<file path="config.mk">
export PLATFORM = sky130hd
export DESIGN_NAME = rdu_out_buffer_flat
export DESIGN_NICKNAME = d
export VERILOG_FILES = /design/src/rdu_pkg.sv /design/src/rdu_rsp_if.sv /design/src/rdu_out_buffer.sv /design/src/flat_wrapper.sv
export SDC_FILE = /design/constraint.sdc
export NUM_CORES = 1
export LEC_CHECK = 0
export BUFFER_PORTS_ARGS = -buffer_cell sky130_fd_sc_hd__buf_2
export CAP_MARGIN = 10
export CORE_MARGIN = 3
export CORE_UTILIZATION = 53
export DETAILED_ROUTE_END_ITERATION = 8
export PLACE_DENSITY = 0.91
export SETUP_SLACK_MARGIN = 0.15
export SYNTH_ARGS = -nofsm -noshare
export SYNTH_HDL_FRONTEND = slang
export SYNTH_SLANG_ARGS = --single-unit
</file>
<file path="constraint.sdc">
create_clock -name clock -period 17.3 [get_ports clock]
set_input_delay 2.595 -clock clock [delete_from_list [all_inputs] [get_ports clock]]
set_output_delay 2.595 -clock clock [all_outputs]
set_load 0.02 [all_outputs]
</file>
<file path="src/rdu_pkg.sv">
`timescale 1ns / 1ps

package rdu_pkg;

   // Operand width; one pipeline stage per quotient bit.
   localparam int unsigned DATA_WIDTH = 32;

   // Number of division stages, one per quotient bit.
   localparam int unsigned STAGE_COUNT = DATA_WIDTH;

   // What travels between division stages.
   // The working word holds the dividend bits that have not yet been used in
   // its upper part and the quotient bits found so far in its lower part.
   typedef struct packed {
      logic                    valid;
      logic [DATA_WIDTH-1:0]   partial;
      logic [DATA_WIDTH-1:0]   work;
      logic [DATA_WIDTH-1:0]   divisor;
   } rdu_stage_type;

   typedef struct packed {
      logic [DATA_WIDTH-1:0]   quotient;
      logic [DATA_WIDTH-1:0]   remainder;
   } rdu_result_type;

endpackage

</file>
<file path="src/rdu_rsp_if.sv">
`timescale 1ns / 1ps

interface rdu_rsp_if;

   logic                          valid;
   logic                          ready;
   logic [rdu_pkg::DATA_WIDTH-1:0] quotient;
   logic [rdu_pkg::DATA_WIDTH-1:0] remainder;

   modport source (output valid, output quotient, output remainder, input ready);
   modport sink (input valid, input quotient, input remainder, output ready);

endinterface

</file>
<file path="src/rdu_out_buffer.sv">
`timescale 1ns / 1ps

module rdu_out_buffer (
   input  logic                   clock,
   input  logic                   reset,
   input  logic                   push_valid,
   input  rdu_pkg::rdu_result_type push_data,
   output logic                   space,
   rdu_rsp_if.source              rsp_ch
);

   logic                    out_valid_ff;
   logic                    out_valid_in;
   rdu_pkg::rdu_result_type out_data_ff;
   rdu_pkg::rdu_result_type out_data_in;
   logic                    skid_valid_ff;
   logic                    skid_valid_in;
   rdu_pkg::rdu_result_type skid_data_ff;
   rdu_pkg::rdu_result_type skid_data_in;
   logic                    pop;
   logic                    push;

   // The pipeline only moves while the skid register is empty.
   assign space = ~skid_valid_ff;
   assign push  = push_valid & space;
   assign pop   = out_valid_ff & rsp_ch.ready;

   always_comb begin
      out_valid_in  = out_valid_ff;
      out_data_in   = out_data_ff;
      skid_valid_in = skid_valid_ff;
      skid_data_in  = skid_data_ff;
      if (!out_valid_ff || pop) begin
         if (skid_valid_ff) begin
            out_valid_in  = 1'b1;
            out_data_in   = skid_data_ff;
            skid_valid_in = 1'b0;
         end else begin
            out_valid_in = push;
            out_data_in  = push_data;
         end
      end else if (push) begin
         skid_valid_in = 1'b1;
         skid_data_in  = push_data;
      end
   end

   always_ff @(posedge clock) begin
      if (reset) begin
         out_valid_ff  <= 1'b0;
         skid_valid_ff <= 1'b0;
      end else begin
         out_valid_ff  <= out_valid_in;
         skid_valid_ff <= skid_valid_in;
      end
   end

   always_ff @(posedge clock) begin
      out_data_ff  <= out_data_in;
      skid_data_ff <= skid_data_in;
   end

   assign rsp_ch.valid     = out_valid_ff;
   assign rsp_ch.quotient  = out_data_ff.quotient;
   assign rsp_ch.remainder = out_data_ff.remainder;

endmodule

</file>
<file path="src/flat_wrapper.sv">
// flat-port wrapper written by rule: the top's interface ports become plain ports
module rdu_out_buffer_flat 
  (clock, reset, push_valid, push_data, space, rsp_ch_valid, rsp_ch_quotient, rsp_ch_remainder, rsp_ch_ready);
  rdu_rsp_if rsp_ch_i ();
  input  logic clock;
  input  logic reset;
  input  logic push_valid;
  input  rdu_pkg::rdu_result_type push_data;
  output logic space;
  output wire logic [$bits(rsp_ch_i.valid)-1:0] rsp_ch_valid;
  output wire logic [$bits(rsp_ch_i.quotient)-1:0] rsp_ch_quotient;
  output wire logic [$bits(rsp_ch_i.remainder)-1:0] rsp_ch_remainder;
  input wire logic [$bits(rsp_ch_i.ready)-1:0] rsp_ch_ready;
  assign rsp_ch_valid = rsp_ch_i.valid;
  assign rsp_ch_quotient = rsp_ch_i.quotient;
  assign rsp_ch_remainder = rsp_ch_i.remainder;
  assign rsp_ch_i.ready = rsp_ch_ready;
  rdu_out_buffer u_core (.clock(clock), .reset(reset), .push_valid(push_valid), .push_data(push_data), .space(space), .rsp_ch(rsp_ch_i));
endmodule
</file>
==> results.toml <==
[outcome]
outcome = "finished, final reports clean"

[clock_network]
cts_num_sinks = 130
postCtsHoldBufs = 0
postCtsSetupRepairBufs = 0
worst_skew_pair.late_latency_ps = 500
cts.clk_slew.worst_paths_ps = 60
cts_inserted_buffers = 17
clk_root_buffer_cell = "sky130_fd_sc_hd__clkbuf_8"
ctsHtreeMaxLevel = 4
clk_path_buf_depth = 2
tritoncts_clock_tree = "done"
post_cts.resized_instances = 0

[timing]
grt_setup_unrepaired = "no"
report.final.setup_viol = 0
setup_tns_ps = 0
timing.final.ws_setup_ps = 13160
clock.fmax_ghz = 0.242
worst_slew_margin_rel_pct = 37.3
skew_ps = 11.2
hold_viol_final = 0
finalCritPeriodShare_pct = 23.9
slew_viol_final = 0
max_slew.worst_pin.slew_ps = 941
timing.final.crit_period_ps = 4140

[floorplanning]
floorplan.initialDensity_pct = 56.4
core_area_mm2 = 0.00846
design.die.area_mm2 = 0.0102
floorplan.io_pins = 134
rows = 33
die_width_um = 101
die_height_um = 101

[pwr]
p_sw_w = 0.000166
share_of_total_power_in_combinational_logic_pct = 7.0
cellPowerDensity_mw_per_mm2 = 126
power.total_w = 0.000772
power.share.sequential_pct = 47.8
vdd.ir_drop.worst_mv = 0.0741
power.static_leakage_nw = 2.39
clock_power_share_pct = 45.2
p_int_w = 0.000606
power_switching_share_pct = 21.5

[layout]
antennaDiodeCount = 0
finish.net_count = 422
area_growth_syn_to_layout_pct = 28.4
post-route-cell-area_mm2 = 0.00612
drive_above_1_share_pct = 61.3
fin_util_pct = 72.3

[worst_setup_path]
cp_required_ps = 17420
timing.critical_path.to_type = "flip-flop"
critical_path.max_fanout = 67
timing.setup.critical_path_class = "in2reg"
worstPathArrival_ps = 4260
timing.critical_path.from_type = "input port"

[synthesis]
syn_area_per_cell_um2 = 23.0
synth.ff_latch_count = 130
synth_cell_types = 13
syn_area_mm2 = 0.00477
synth_sequential_area_ratio_pct = 81.4
postSynthCellCount = 207
syn_nets = 275
yosysWarningCount = 0

[place]
place.port_buffers = 133
pre_cts_slack_ps = 12570
dp_hpwl_um = 5070
gp_congestion = 0.676
dpl_cell_area_mm2 = 0.00554

[detailed_routing]
wl_um = 8220
drt-wirelength-per-cell_um = 17.4
initialDrtViolationCount = 84
vias = 2400
vias_per_std_cell = 5.08
firstDrtPassIters = 4
post-route-drc-count = 0
drtAntennaViolNets = 0

[global_routing]
first_global_vias = 2509
grt_start_max_net_pins = 68
grt_antenna_before_repair = 0
track_usage_pct = 17.0
grt_first_pass_wirelength_um = 12700
globalRouteOverflowTotal = 0

[min_path]
holdCritPathClass = "reg2reg"

[run]
drv_cap = 0
## power groups by stage
stage               clock network (W)  logic (W)  registers, W
finish                       0.000349  0.0000541      0.000369
global route                 0.000369  0.0000582      0.000370
CTS                          0.000356  0.0000551      0.000369
detailed placement                  0  0.0000548      0.000375
global placement                    0  0.0000535      0.000375
floorplan                           0  0.0000151      0.000391
## cells in the final DEF (no fill, tap or decap), drive strengths merged
cell / instances
buf: 135
edfxtp: 128
mux2: 64
clkbuf: 19
clkinv: 7
clkinvlp: 3
bufinv: 3
dfxtp: 2
nand2b: 1
nor3b: 1
inv: 1
nor2: 1
a21oi: 1
nor3: 1
## metrics by stage
| step | hold slack, ps | instances |
|---|---|---|
| detailed placement | 534 | 440 |
| floorplan | 508 | 207 |
| global placement | 518 | 440 |
| global route | 554 | 472 |
| finish | 542 | 472 |
| CTS | 548 | 472 |
## cells by family (layout without fill, tap and decap cells)
group,count (synthesis),in the layout,share of synthesized area (%)
flip-flops,130,130,81.4
AND/OR/NAND/NOR,4,4,0.472
AO/OA/AOI/OAI,1,1,0.105
multiplexers,64,64,16.7
buffers and inverters,8,168,1.34
## path summary, 6_finish.rpt
kind	cells after the start	startpoint	slack, ps	endpoint
worst max-delay path	4	rsp_ch_ready	13160	u_core.skid_data_ff[21]
worst min-delay path	1	u_core.skid_data_ff[59]	540	u_core.rsp_ch.quotient[27]
worst max register to register	3	u_core.rsp_ch.valid	15060	u_core.skid_data_ff[21]
worst min register to register	1	u_core.skid_data_ff[59]	540	u_core.rsp_ch.quotient[27]
## synthesized netlist by cell type (all sizes together)
cell type	n	area, µm²
edfxtp	128	3840
mux2	64	796
buf	7	60.1
dfxtp	2	40.0
a21oi	1	5.00
inv	1	3.75
nand2b	1	6.26
nor2	1	3.75
nor3	1	5.00
nor3b	1	7.51
## flip-flops by register name, summed over array words and instances (netlist names)
name                     flops
u_core.rsp_ch.remainder     32
u_core.skid_data_ff         64
u_core.rsp_ch.quotient      32
u_core.skid_valid_ff         1
u_core.rsp_ch.valid          1
## per-layer routing
layer / share of wire, % / up-vias / global-route usage, %
met2: 49 / 102 / 27.5
met5: 0 / - / 0
li1: - / 1130 / -
met3: 7.1 / 10 / 6.09
met4: 1.3 / 0 / 6.63
met1: 42 / 1158 / 21.1
## critical path, cell delays in order
cell and delay, ps:
sky130_fd_sc_hd__buf_2 100, sky130_fd_sc_hd__nand2b_4 530, sky130_fd_sc_hd__nor3b_2 330, sky130_fd_sc_hd__buf_4 680
## cell type report
class	instances	area, µm²
clock buffers	19	422
clock inverters	13	163
multi-input cells	69	836
fillers	534	2340
flip-flops and latches	130	3890
well taps	105	131
inverters	1	3.75
repair buffers	135	681
(Power assumes the default switching activity.)
