[config.mk]
export PLATFORM = sky130hd
export DESIGN_NAME = rdu_stage
export DESIGN_NICKNAME = d
export VERILOG_FILES = /design/src/rdu_pkg.sv /design/src/rdu_stage.sv
export SDC_FILE = /design/constraint.sdc
export NUM_CORES = 1
export LEC_CHECK = 0
export BUFFER_PORTS_ARGS = -buffer_cell sky130_fd_sc_hd__buf_4
export CORE_ASPECT_RATIO = 1.2
export CORE_MARGIN = 2
export CORE_UTILIZATION = 45
export DETAILED_ROUTE_END_ITERATION = 10
export GPL_ROUTABILITY_DRIVEN = 0
export HOLD_SLACK_MARGIN = 0.02
export PLACE_DENSITY = 0.74
export SLEW_MARGIN = 40
export SYNTH_ARGS = -nofsm -noshare
export SYNTH_HDL_FRONTEND = slang
export SYNTH_SLANG_ARGS = --single-unit
export TNS_END_PERCENT = 100
[constraint.sdc]
create_clock -name clock -period 7.38 [get_ports clock]
set_clock_uncertainty 0.05 [all_clocks]
set_input_delay 2.214 -clock clock [delete_from_list [all_inputs] [get_ports clock]]
set_output_delay 2.214 -clock clock [all_outputs]
set_load 0.05 [all_outputs]
[src/rdu_pkg.sv]
`timescale 1ns / 1ps

package rdu_pkg;

   // Operand width; one pipeline stage per quotient bit.
   localparam int unsigned DATA_WIDTH = 32;

   // Number of division stages, one per quotient bit.
   localparam int unsigned STAGE_COUNT = DATA_WIDTH;

   // What travels between division stages.
   // The working word holds the dividend bits that have not yet been used in
   // its upper part and the quotient bits found so far in its lower part.
   typedef struct packed {
      logic                    valid;
      logic [DATA_WIDTH-1:0]   partial;
      logic [DATA_WIDTH-1:0]   work;
      logic [DATA_WIDTH-1:0]   divisor;
   } rdu_stage_type;

   typedef struct packed {
      logic [DATA_WIDTH-1:0]   quotient;
      logic [DATA_WIDTH-1:0]   remainder;
   } rdu_result_type;

endpackage

[src/rdu_stage.sv]
`timescale 1ns / 1ps

module rdu_stage (
   input  logic                  clock,
   input  logic                  reset,
   input  logic                  advance,
   input  rdu_pkg::rdu_stage_type stage_in,
   output rdu_pkg::rdu_stage_type stage_out
);

   logic [rdu_pkg::DATA_WIDTH:0]   trial;
   logic [rdu_pkg::DATA_WIDTH:0]   diff;
   logic                           take;
   logic                           valid_ff;
   logic                           valid_in;
   logic [rdu_pkg::DATA_WIDTH-1:0] partial_ff;
   logic [rdu_pkg::DATA_WIDTH-1:0] partial_in;
   logic [rdu_pkg::DATA_WIDTH-1:0] work_ff;
   logic [rdu_pkg::DATA_WIDTH-1:0] work_in;
   logic [rdu_pkg::DATA_WIDTH-1:0] divisor_ff;

   // Shift the next dividend bit into the partial remainder, keeping the
   // carry bit so that the compare sees the true value.
   assign trial = {stage_in.partial, stage_in.work[rdu_pkg::DATA_WIDTH-1]};
   assign diff  = trial - {1'b0, stage_in.divisor};
   assign take  = ~diff[rdu_pkg::DATA_WIDTH];

   assign partial_in = take ? diff[rdu_pkg::DATA_WIDTH-1:0]
                            : trial[rdu_pkg::DATA_WIDTH-1:0];
   assign work_in    = {stage_in.work[rdu_pkg::DATA_WIDTH-2:0], take};
   assign valid_in   = stage_in.valid;

   always_ff @(posedge clock) begin
      if (reset) begin
         valid_ff <= 1'b0;
      end else if (advance) begin
         valid_ff <= valid_in;
      end
   end

   always_ff @(posedge clock) begin
      if (advance) begin
         partial_ff <= partial_in;
         work_ff    <= work_in;
         divisor_ff <= stage_in.divisor;
      end
   end

   assign stage_out.valid   = valid_ff;
   assign stage_out.partial = partial_ff;
   assign stage_out.work    = work_ff;
   assign stage_out.divisor = divisor_ff;

endmodule

==> results.toml, run 1 <==
[outcome]
status = "finished clean"

[die]
die-width_um = 104
rows = 43
initial_core_util_pct = 46.4
ios = 197
die_y_um = 124
core_um2 = 11700
dieArea_um2 = 12900

[routing]
firstDrtPassIters = 6
drt_wl_total_um = 13200
detail-route-antenna-nets = 0
vias_per_cell = 5.24
wire_per_inst_um = 16.4
drt_iter0_markers = 167
drc = 0
vias = 4215

[placement]
dpl_cell_area_um2 = 7020
io_buffers = 196
dpl.hpwl_um = 10300

[cts]
cts_resized = 0
cts_max_level = 3
cts_sinks = 97
clk_pin_slew_ns = 0.07
tritoncts = "built"
clock_latency_ns = 0.34
cts_hold_buf = 0
post_cts_buffers = 0
clk_path_buf_depth = 2
numCtsBuffers = 9
clockRootBuffer = "clkbuf_16"

[setup_path]
r2r_cells = 2
setup.worst_path.end = "partial_ff[9]$_DFFE_PP_"
startpoint = "stage_in[0]"
cp_max_fo = 13
crit_buf_inv = 2
timing.rr.start = "valid_ff$_SDFFE_PP0P_"
cp.depth = 12
worstPathCellList = "buf_4, ha_1, fa_1, nand2b_1, a21oi_1, o211ai_1, a21oi_1, o31a_2, mux2i_1, nor2_4, buf_4, mux2_4"
cp_slowest_stage_delay_ns = 0.44
worst_path_max_delay_cell = "nor2_4"
worst_ep_arrival_time_ns = 5.13
critPathLaunchType = "input pin"
rrSetupSlack_ns = 6.75
critical_path_class = "input pin to flop"
endpoint_kind = "flop"
worstPathRequired_ns = 7.43
reg2reg_to = "valid_ff$_SDFFE_PP0P_"
cp_top_family = "compound AO/OA/AOI/OAI gates"

[timing]
relSlewSlack_pct = 57.0
fmaxAchievable_ghz = 0.197
min_period_over_period_pct = 68.9
hold_viol_final = 0
fin_crit_ns = 5.09
setup_viol = 0
maxSlewViolCount = 0
setup-tns-final_ns = 0
tightest_slew_ns = 0.646
rsz0062_at_grt = "no"

[cells_and_area]
final_core_util_pct = 62.9
nNetsFinal = 775
fillers = 900
drive_gt1_share_pct = 38.6
num_antenna_cells = 0
syn_to_final_growth_pct = 35.5
final_area_um2 = 7340

[synth]
synth_most_common_cell = "edfxtp_1"
async_reset_ff_share_pct = 0
synth_area_um2 = 5420
yosys.area.top_type_share_pct = 53.2
synthTopCellsByCount = "edfxtp_1, a21oi_1, inv_1"
synthFlopType = "edfxtp_1"
synth_top_area_cell = "edfxtp_1"
synthCells = 444
yosysWarnings = 0
synth_seq_cells = 97
synth_top_cells_by_area = "edfxtp_1, ha_1, mux2_4"
syn_nets = 577
avgSynthCellArea_um2 = 12.2
synth_edf_count = 96
yosysSeqAreaShare_pct = 53.6
ys_types = 51

[global_route]
grt_max_degree = 73
grt_pass1_wl_um = 20700
grt_antenna_before_repair = 0
grt_overflow = 0
track_usage_pct = 20.4
grt_pass1_vias = 4234

[worst_hold_path]
hold_path_class = "flop to flop"
min_path_cells = 2
holdCritStartpoint = "valid_ff$_SDFFE_PP0P_"

[power_and_ir_drop]
p_sw_share_pct = 34.9
peakVddDrop_mv = 0.129
power.switching_w = 0.000613
p_int_w = 0.00114
p_per_area_nw_per_um2 = 239
clock_power_share_pct = 25.7
p_seq_share_pct = 39.5
p_leak_nw = 3.33
p_comb_share_pct = 34.8

[run]
maxCapViolations = 0
==> flip-flops by register name, summed over array words and instances, names as in the netlist <==
register    flops
work_ff        32
valid_ff        1
divisor_ff     32
partial_ff     32
==> placed cells by master (no fill, tap or decap), types with 3 or more instances in the layout <==
master	synthesis	routed
nand3_1	10	10
and3_1	4	4
and2_1	3	3
o21a_1	5	5
ha_1	32	32
buf_4	1	197
mux2_4	25	25
a21oi_1	38	38
xnor2_1	13	13
nand4_1	6	6
nor3_1	4	4
mux2i_1	6	6
and4_1	3	3
inv_1	38	38
nand2_1	27	27
edfxtp_1	96	96
xor2_1	10	10
mux2_2	3	3
o211ai_1	6	6
o21bai_1	5	5
clkbuf_16	0	9
clkinvlp_4	0	3
a211oi_1	3	3
nand2b_1	8	8
a21o_1	18	18
nor2_1	19	19
nor2b_1	5	5
o21ai_0	17	17
a21bo_2	3	3
==> metrics by stage <==
step	total power [W]	instances	hold slack, ns	setup WS, ns
2_1_floorplan	0.00113	444	0.412	2.60
3_3_place_gp	0.00130	787	0.425	1.66
3_5_place_dp	0.00131	787	0.440	1.61
4_1_cts	0.00177	803	0.457	1.97
5_1_grt	0.00183	804	0.555	2.07
6_report	0.00176	804	0.457	2.29
==> how the worst min path moves through the flow <==
| stage | endpoint | slack [ns] |
|---|---|---|
| floorplan | valid_ff$_SDFFE_PP0P_ | 0.41 |
| global placement | valid_ff$_SDFFE_PP0P_ | 0.43 |
| detailed placement | valid_ff$_SDFFE_PP0P_ | 0.44 |
| CTS | valid_ff$_SDFFE_PP0P_ | 0.46 |
| global route | valid_ff$_SDFFE_PP0P_ | 0.56 |
| finish | valid_ff$_SDFFE_PP0P_ | 0.46 |
==> tightest hold or removal path, stage by stage, from the launching register on <==
cell and delay, ns:
dfxtp_1 0.33, mux2i_1 0.06, nor2_1 0.08
==> power groups by stage <==
stage	combinational [W]	clock, W	sequential, W
floorplan	0.000218	0	0.000908
global placement	0.000596	0	0.000707
detailed placement	0.000605	0	0.000708
CTS	0.000607	0.000463	0.000696
global route	0.000647	0.000483	0.000700
finish	0.000611	0.000452	0.000695
==> area by class of cell <==
class                      instances  area [um2]  area share (%)
clock buffer                       9         225            3.07
multi-input combinational        297        2300            31.3
tap                              157         196            2.68
clock inverter                     7        62.6           0.852
timing repair buffer             199        1520            20.7
sequential                        97        2900            39.5
inverter                          38         143            1.94
==> layer usage <==
layer	up-vias	global-route usage, %	wire length, um	part of all wire [%]
met3	19	5.39	881	6.7
met5	-	0	0	0
met4	0	6.00	184	1.4
met1	1987	22.5	5150	39
met2	164	38.7	6990	53
li1	2045	-	-	-
==> cells by family (layout without fill, tap and decap cells) <==
| kind of cell | Yosys count | in the layout | synth area share, % |
|---|---|---|---|
| mux | 34 | 34 | 8.66 |
| xor+xnor | 23 | 23 | 3.72 |
| flops | 97 | 97 | 53.6 |
| buf+inv | 50 | 253 | 4.13 |
| simple gates | 100 | 100 | 9.52 |
| fa+ha+maj | 33 | 33 | 7.76 |
| compound gates | 107 | 107 | 12.6 |
No activity file was read; power rests on OpenSTA's default activity.
==> run 2: changes to the inputs <==
==> constraint.sdc (replaced) <==
create_clock -name clock -period 4.8 [get_ports clock]
set_clock_uncertainty 0.05 [all_clocks]
set_input_delay 1.44 -clock clock [delete_from_list [all_inputs] [get_ports clock]]
set_output_delay 1.44 -clock clock [all_outputs]
set_load 0.05 [all_outputs]
==> run 2 against run 1 <==
Register-to-register slack lost 2.6 ns. Critical path depth unchanged. Core utilization barely moved. Critical path type unchanged. Hold slack got worse by 0.011 ns. Critical endpoint is now partial_ff[3]$_DFFE_PP_.
==> results.toml, run 2 (synthesis results as in run 1) <==
[setup_path]
critPathLaunchType = "input pin"
worst_ep_arrival_time_ns = 4.25
worstPathRequired_ns = 4.85
endpoint_kind = "flop"
cp_max_fo = 25
timing.rr.start = "valid_ff$_SDFFE_PP0P_"
startpoint = "stage_in[0]"
critical_path_class = "input pin to flop"

[global_route]
busiest_layer = "met2"
grt_max_degree = 59
grt_pass1_wl_um = 20700
grt_pass1_vias = 4278
grt_overflow = 0
use_met2_pct = 39.3
grt_antenna_before_repair = 0
grtUsageMet3_pct = 5.55
use_met1_pct = 22.0
track_usage_pct = 20.7

[routing]
detail-route-antenna-nets = 0
drc = 0
wire_per_inst_um = 16.7
firstDrtPassIters = 4
vias_per_cell = 5.23
vias = 4214
drt_iter0_markers = 146
drt_wl_total_um = 13400

[timing]
fmaxAchievable_ghz = 0.238
fin_crit_ns = 4.20
setup-tns-final_ns = 0
finalWorstSetupSlack_ns = 0.602
hold_viol_final = 0
maxSlewViolCount = 0
min_period_over_period_pct = 87.5
setup_viol = 0
tightest_slew_ns = 0.747
relSlewSlack_pct = 50.2
rsz0062_at_grt = "no"

[power_and_ir_drop]
power.switching_w = 0.000942
clock_power_share_pct = 25.7
p_comb_share_pct = 34.7
p_sw_share_pct = 34.9
p_seq_share_pct = 39.6
p_total_w = 0.00270
p_int_w = 0.00176
p_leak_nw = 3.34
peakVddDrop_mv = 0.177
p_per_area_nw_per_um2 = 368

[die]
ios = 197
die-width_um = 104
rows = 43
die_y_um = 124
core_um2 = 11700
initial_core_util_pct = 46.4
dieArea_um2 = 12900

[cts]
numCtsBuffers = 9
cts_max_level = 3
clk_path_buf_depth = 2
clk_pin_slew_ns = 0.07
cts_hold_buf = 0
clockRootBuffer = "clkbuf_16"
clock_latency_ns = 0.34
cts_resized = 0
tritoncts = "built"
post_cts_buffers = 0
cts_sinks = 97

[run]
maxCapViolations = 0

[cells_and_area]
final_cell_mix = "buf_4, edfxtp_1, inv_1, a21oi_1, ha_1"
num_antenna_cells = 0
nNetsFinal = 776
fillers = 923
final_common_cell = "buf_4"
reg_top3 = "divisor_ff: 32 flops, partial_ff: 32 flops, work_ff: 32 flops"
drive_gt1_share_pct = 38.7
final_core_util_pct = 62.9
syn_to_final_growth_pct = 35.5
ff_latch_area_um2 = 2900
multi_input_area_um2 = 2300

[outcome]
status = "finished clean"

[worst_hold_path]
hold_path_class = "flop to flop"
holdCritStartpoint = "valid_ff$_SDFFE_PP0P_"

[placement]
io_buffers = 196
dpl.hpwl_um = 10400
dp_slack_ns = 0.200
run 2: cell count changes in the layout (fill, tap and decap cells not counted), sizes merged:
cell,before,now
clkinv,1,3
clkinvlp,3,2
buf,199,200
inv,41,40
run 2: path summary, 6_finish.rpt:
kind / slack [ns] / depth (start not counted) / end
max: 0.60 / 12 / partial_ff[3]$_DFFE_PP_
min: 0.45 / 2 / valid_ff$_SDFFE_PP0P_
max reg2reg: 4.17 / 2 / valid_ff$_SDFFE_PP0P_
min reg2reg: 0.45 / 2 / valid_ff$_SDFFE_PP0P_
run 2: area by class of cell:
class                           count  area share, %
Clock buffer                        9           3.07
Clock inverter                      7          0.869
Inverter                           38           1.94
Multi-Input combinational cell    297           31.3
Sequential cell                    97           39.5
Tap cell                          157           2.68
Timing Repair Buffer              200           20.6
run 2: layer usage:
layer,vias to the layer above,share of wire (%),routed length (um)
met2,167,53,7080
met5,-,0,0
li1,2047,-,-
met3,24,6.7,899
met4,0,2.4,321
met1,1976,38,5140
run 2: power by group through the flow:
stage	sequential, W	clock (W)	combinational [W]
CTS	0.00107	0.000718	0.000938
finish	0.00107	0.000695	0.000936
floorplan	0.00140	0	0.000335
global route	0.00108	0.000749	0.000992
detailed placement	0.00109	0	0.000934
global placement	0.00109	0	0.000921
run 2: stage by stage:
stage	instance area [um2]	hold slack [ns]	cells
after global routing	7340	0.500	805
after floorplan	5420	0.412	444
after global placement	7050	0.424	789
after CTS	7340	0.451	805
after detailed placement	7050	0.435	789
final	7340	0.446	805
run 2: worst max-delay path: stages:
cell and delay, ns:
buf_4 0.11, ha_1 0.21, fa_1 0.40, nand2b_1 0.17, a21oi_1 0.22, o211ai_1 0.16, a21oi_1 0.20, o31a_2 0.19
mux2i_1 0.11, nor2_4 0.37, buf_12 0.27, mux2_2 0.36
==> run 3: changes to the inputs <==
--- a/config.mk
+++ b/config.mk
@@ -6,13 +6,16 @@
 export NUM_CORES = 1
 export LEC_CHECK = 0
 export BUFFER_PORTS_ARGS = -buffer_cell sky130_fd_sc_hd__buf_4
+export CAP_MARGIN = 20
+export CELL_PAD_IN_SITES_DETAIL_PLACEMENT = 0
+export CELL_PAD_IN_SITES_GLOBAL_PLACEMENT = 1
 export CORE_ASPECT_RATIO = 1.2
 export CORE_MARGIN = 2
-export CORE_UTILIZATION = 45
+export CORE_UTILIZATION = 39
 export DETAILED_ROUTE_END_ITERATION = 10
 export GPL_ROUTABILITY_DRIVEN = 0
 export HOLD_SLACK_MARGIN = 0.02
-export PLACE_DENSITY = 0.74
+export PLACE_DENSITY_LB_ADDON = 0.1
 export SLEW_MARGIN = 40
 export SYNTH_ARGS = -nofsm -noshare
 export SYNTH_HDL_FRONTEND = slang
==> run 3 against run 2 <==
Setup slack better by 0.18 ns. Final cell count is 1.9% higher. Routed wire length is 1.5% lower. Largest cell class unchanged.
==> results.toml, run 3 (synthesis results as in run 1) <==
[outcome]
status = "finished clean"

[cts]
numCtsBuffers = 9
tritoncts = "built"
clk_path_buf_depth = 2
cts_max_level = 3
clockRootBuffer = "clkbuf_16"
post_cts_buffers = 0
cts_sinks = 97
clk_pin_slew_ns = 0.07
clock_latency_ns = 0.34
cts_hold_buf = 0
cts_resized = 0

[worst_hold_path]
min_path_cells = 2
hold_path_class = "flop to flop"
holdCritStartpoint = "valid_ff$_SDFFE_PP0P_"
hold_end = "valid_ff$_SDFFE_PP0P_"

[die]
rows = 47
initial_core_util_pct = 39.5
core_um2 = 13700
dieArea_um2 = 14900
ios = 197
die_y_um = 133
die-width_um = 112

[timing]
hold_viol_final = 0
setup_viol = 0
rsz0062_at_grt = "no"
relSlewSlack_pct = 54.3
setup-tns-final_ns = 0
maxSlewViolCount = 0
fin_crit_ns = 4.02
fmaxAchievable_ghz = 0.249
tightest_slew_ns = 0.685
holdWs_ns = 0.447
min_period_over_period_pct = 83.7

[run]
maxCapViolations = 0

[setup_path]
worst_ep_arrival_time_ns = 4.07
crit_buf_inv = 2
reg2reg_to = "valid_ff$_SDFFE_PP0P_"
timing.rr.start = "valid_ff$_SDFFE_PP0P_"
worst_path_max_delay_cell = "fa_1"
cp_slowest_stage_delay_ns = 0.39
cp_top_family = "compound AO/OA/AOI/OAI gates"
worstPathRequired_ns = 4.85
endpoint_kind = "flop"
worstPathCellList = "buf_4, ha_1, fa_1, nand2b_1, a21oi_1, o211ai_1, a21oi_1, o31a_2, mux2i_1, nor2_4, buf_4, mux2_4"
rrSetupSlack_ns = 4.17
cp_max_fo = 8
r2r_cells = 2
critPathLaunchType = "input pin"
cp.depth = 12
critical_path_class = "input pin to flop"

[cells_and_area]
final_cell_mix = "buf_4, edfxtp_1, inv_1, a21oi_1, ha_1"
reg_top3 = "divisor_ff: 32 flops, partial_ff: 32 flops, work_ff: 32 flops"
final_common_cell = "buf_4"
syn_to_final_growth_pct = 35.8
nNetsFinal = 777
drive_gt1_share_pct = 38.7
num_antenna_cells = 0

[placement]
dpl.hpwl_um = 10200
io_buffers = 196

[routing]
wire_per_inst_um = 16.1
drt_wl_total_um = 13200
vias = 4090
vias_per_cell = 4.99
detail-route-antenna-nets = 0
firstDrtPassIters = 4
drt_iter0_markers = 117
drc = 0

[global_route]
track_usage_pct = 17.8
grt_pass1_wl_um = 20900
grt_max_degree = 75
grt_pass1_vias = 4234
grt_antenna_before_repair = 0
grt_overflow = 0

[power_and_ir_drop]
peakVddDrop_mv = 0.159
p_leak_nw = 3.34
p_total_w = 0.00269
p_per_area_nw_per_um2 = 366
-- run 3: cell count changes in the layout (fill, tap and decap cells not counted) --
cell        delta
clkinvlp_4     -1
inv_6          +1
clkbuf_1       +1
clkinv_2       +1
inv_8          -1
clkinv_4       -1
buf_6          +1
-- run 3: layer usage --
| metal | wire, um | vias up | global-route usage (%) | part of all wire (%) |
|---|---|---|---|---|
| li1 | - | 2050 | - | - |
| met1 | 5200 | 1915 | 20.0 | 39 |
| met2 | 7160 | 106 | 33.0 | 54 |
| met3 | 580 | 19 | 3.73 | 4.4 |
| met4 | 295 | 0 | 6.86 | 2.2 |
| met5 | 0 | - | 0 | 0 |
-- run 3: report_power, final --
group          internal, W  total (W)  switching, W
sequential         0.00104    0.00107     0.0000262
clock             0.000358   0.000691      0.000332
combinational     0.000358   0.000936      0.000578
-- run 3: layout make-up --
cell class / count / area (um2)
multi-input combinational: 297 / 2300
clock buffer: 10 / 229
clock inverter: 6 / 50.0
timing repair buffer: 201 / 1530
tap: 171 / 214
sequential: 97 / 2900
inverter: 38 / 143
fill: 1256 / 6340
-- run 3: worst register-to-register path, cell delays in order (launching register included) --
cell     delay (ns)
dfxtp_1        0.31
mux2i_1        0.12
nor2_1         0.05
-- run 3: worst max path at each step --
stage,start,end,slack (ns)
after floorplan,stage_in[63],partial_ff[10]$_DFFE_PP_,0.79
after global placement,stage_in[0],partial_ff[20]$_DFFE_PP_,0.46
after detailed placement,stage_in[0],partial_ff[20]$_DFFE_PP_,0.39
after CTS,stage_in[0],partial_ff[24]$_DFFE_PP_,0.75
after global routing,stage_in[63],partial_ff[20]$_DFFE_PP_,0.60
final,stage_in[0],partial_ff[24]$_DFFE_PP_,0.78
-- run 3: through the flow --
step / cell area [um2] / std cells / worst slack, ns / utilization, %
CTS: 7360 / 820 / 0.750 / 53.7
global route: 7360 / 820 / 0.599 / 53.7
detailed placement: 7080 / 804 / 0.387 / 51.7
finish: 7360 / 820 / 0.783 / 53.7
global placement: 7080 / 804 / 0.460 / 51.6
floorplan: 5420 / 444 / 0.793 / -
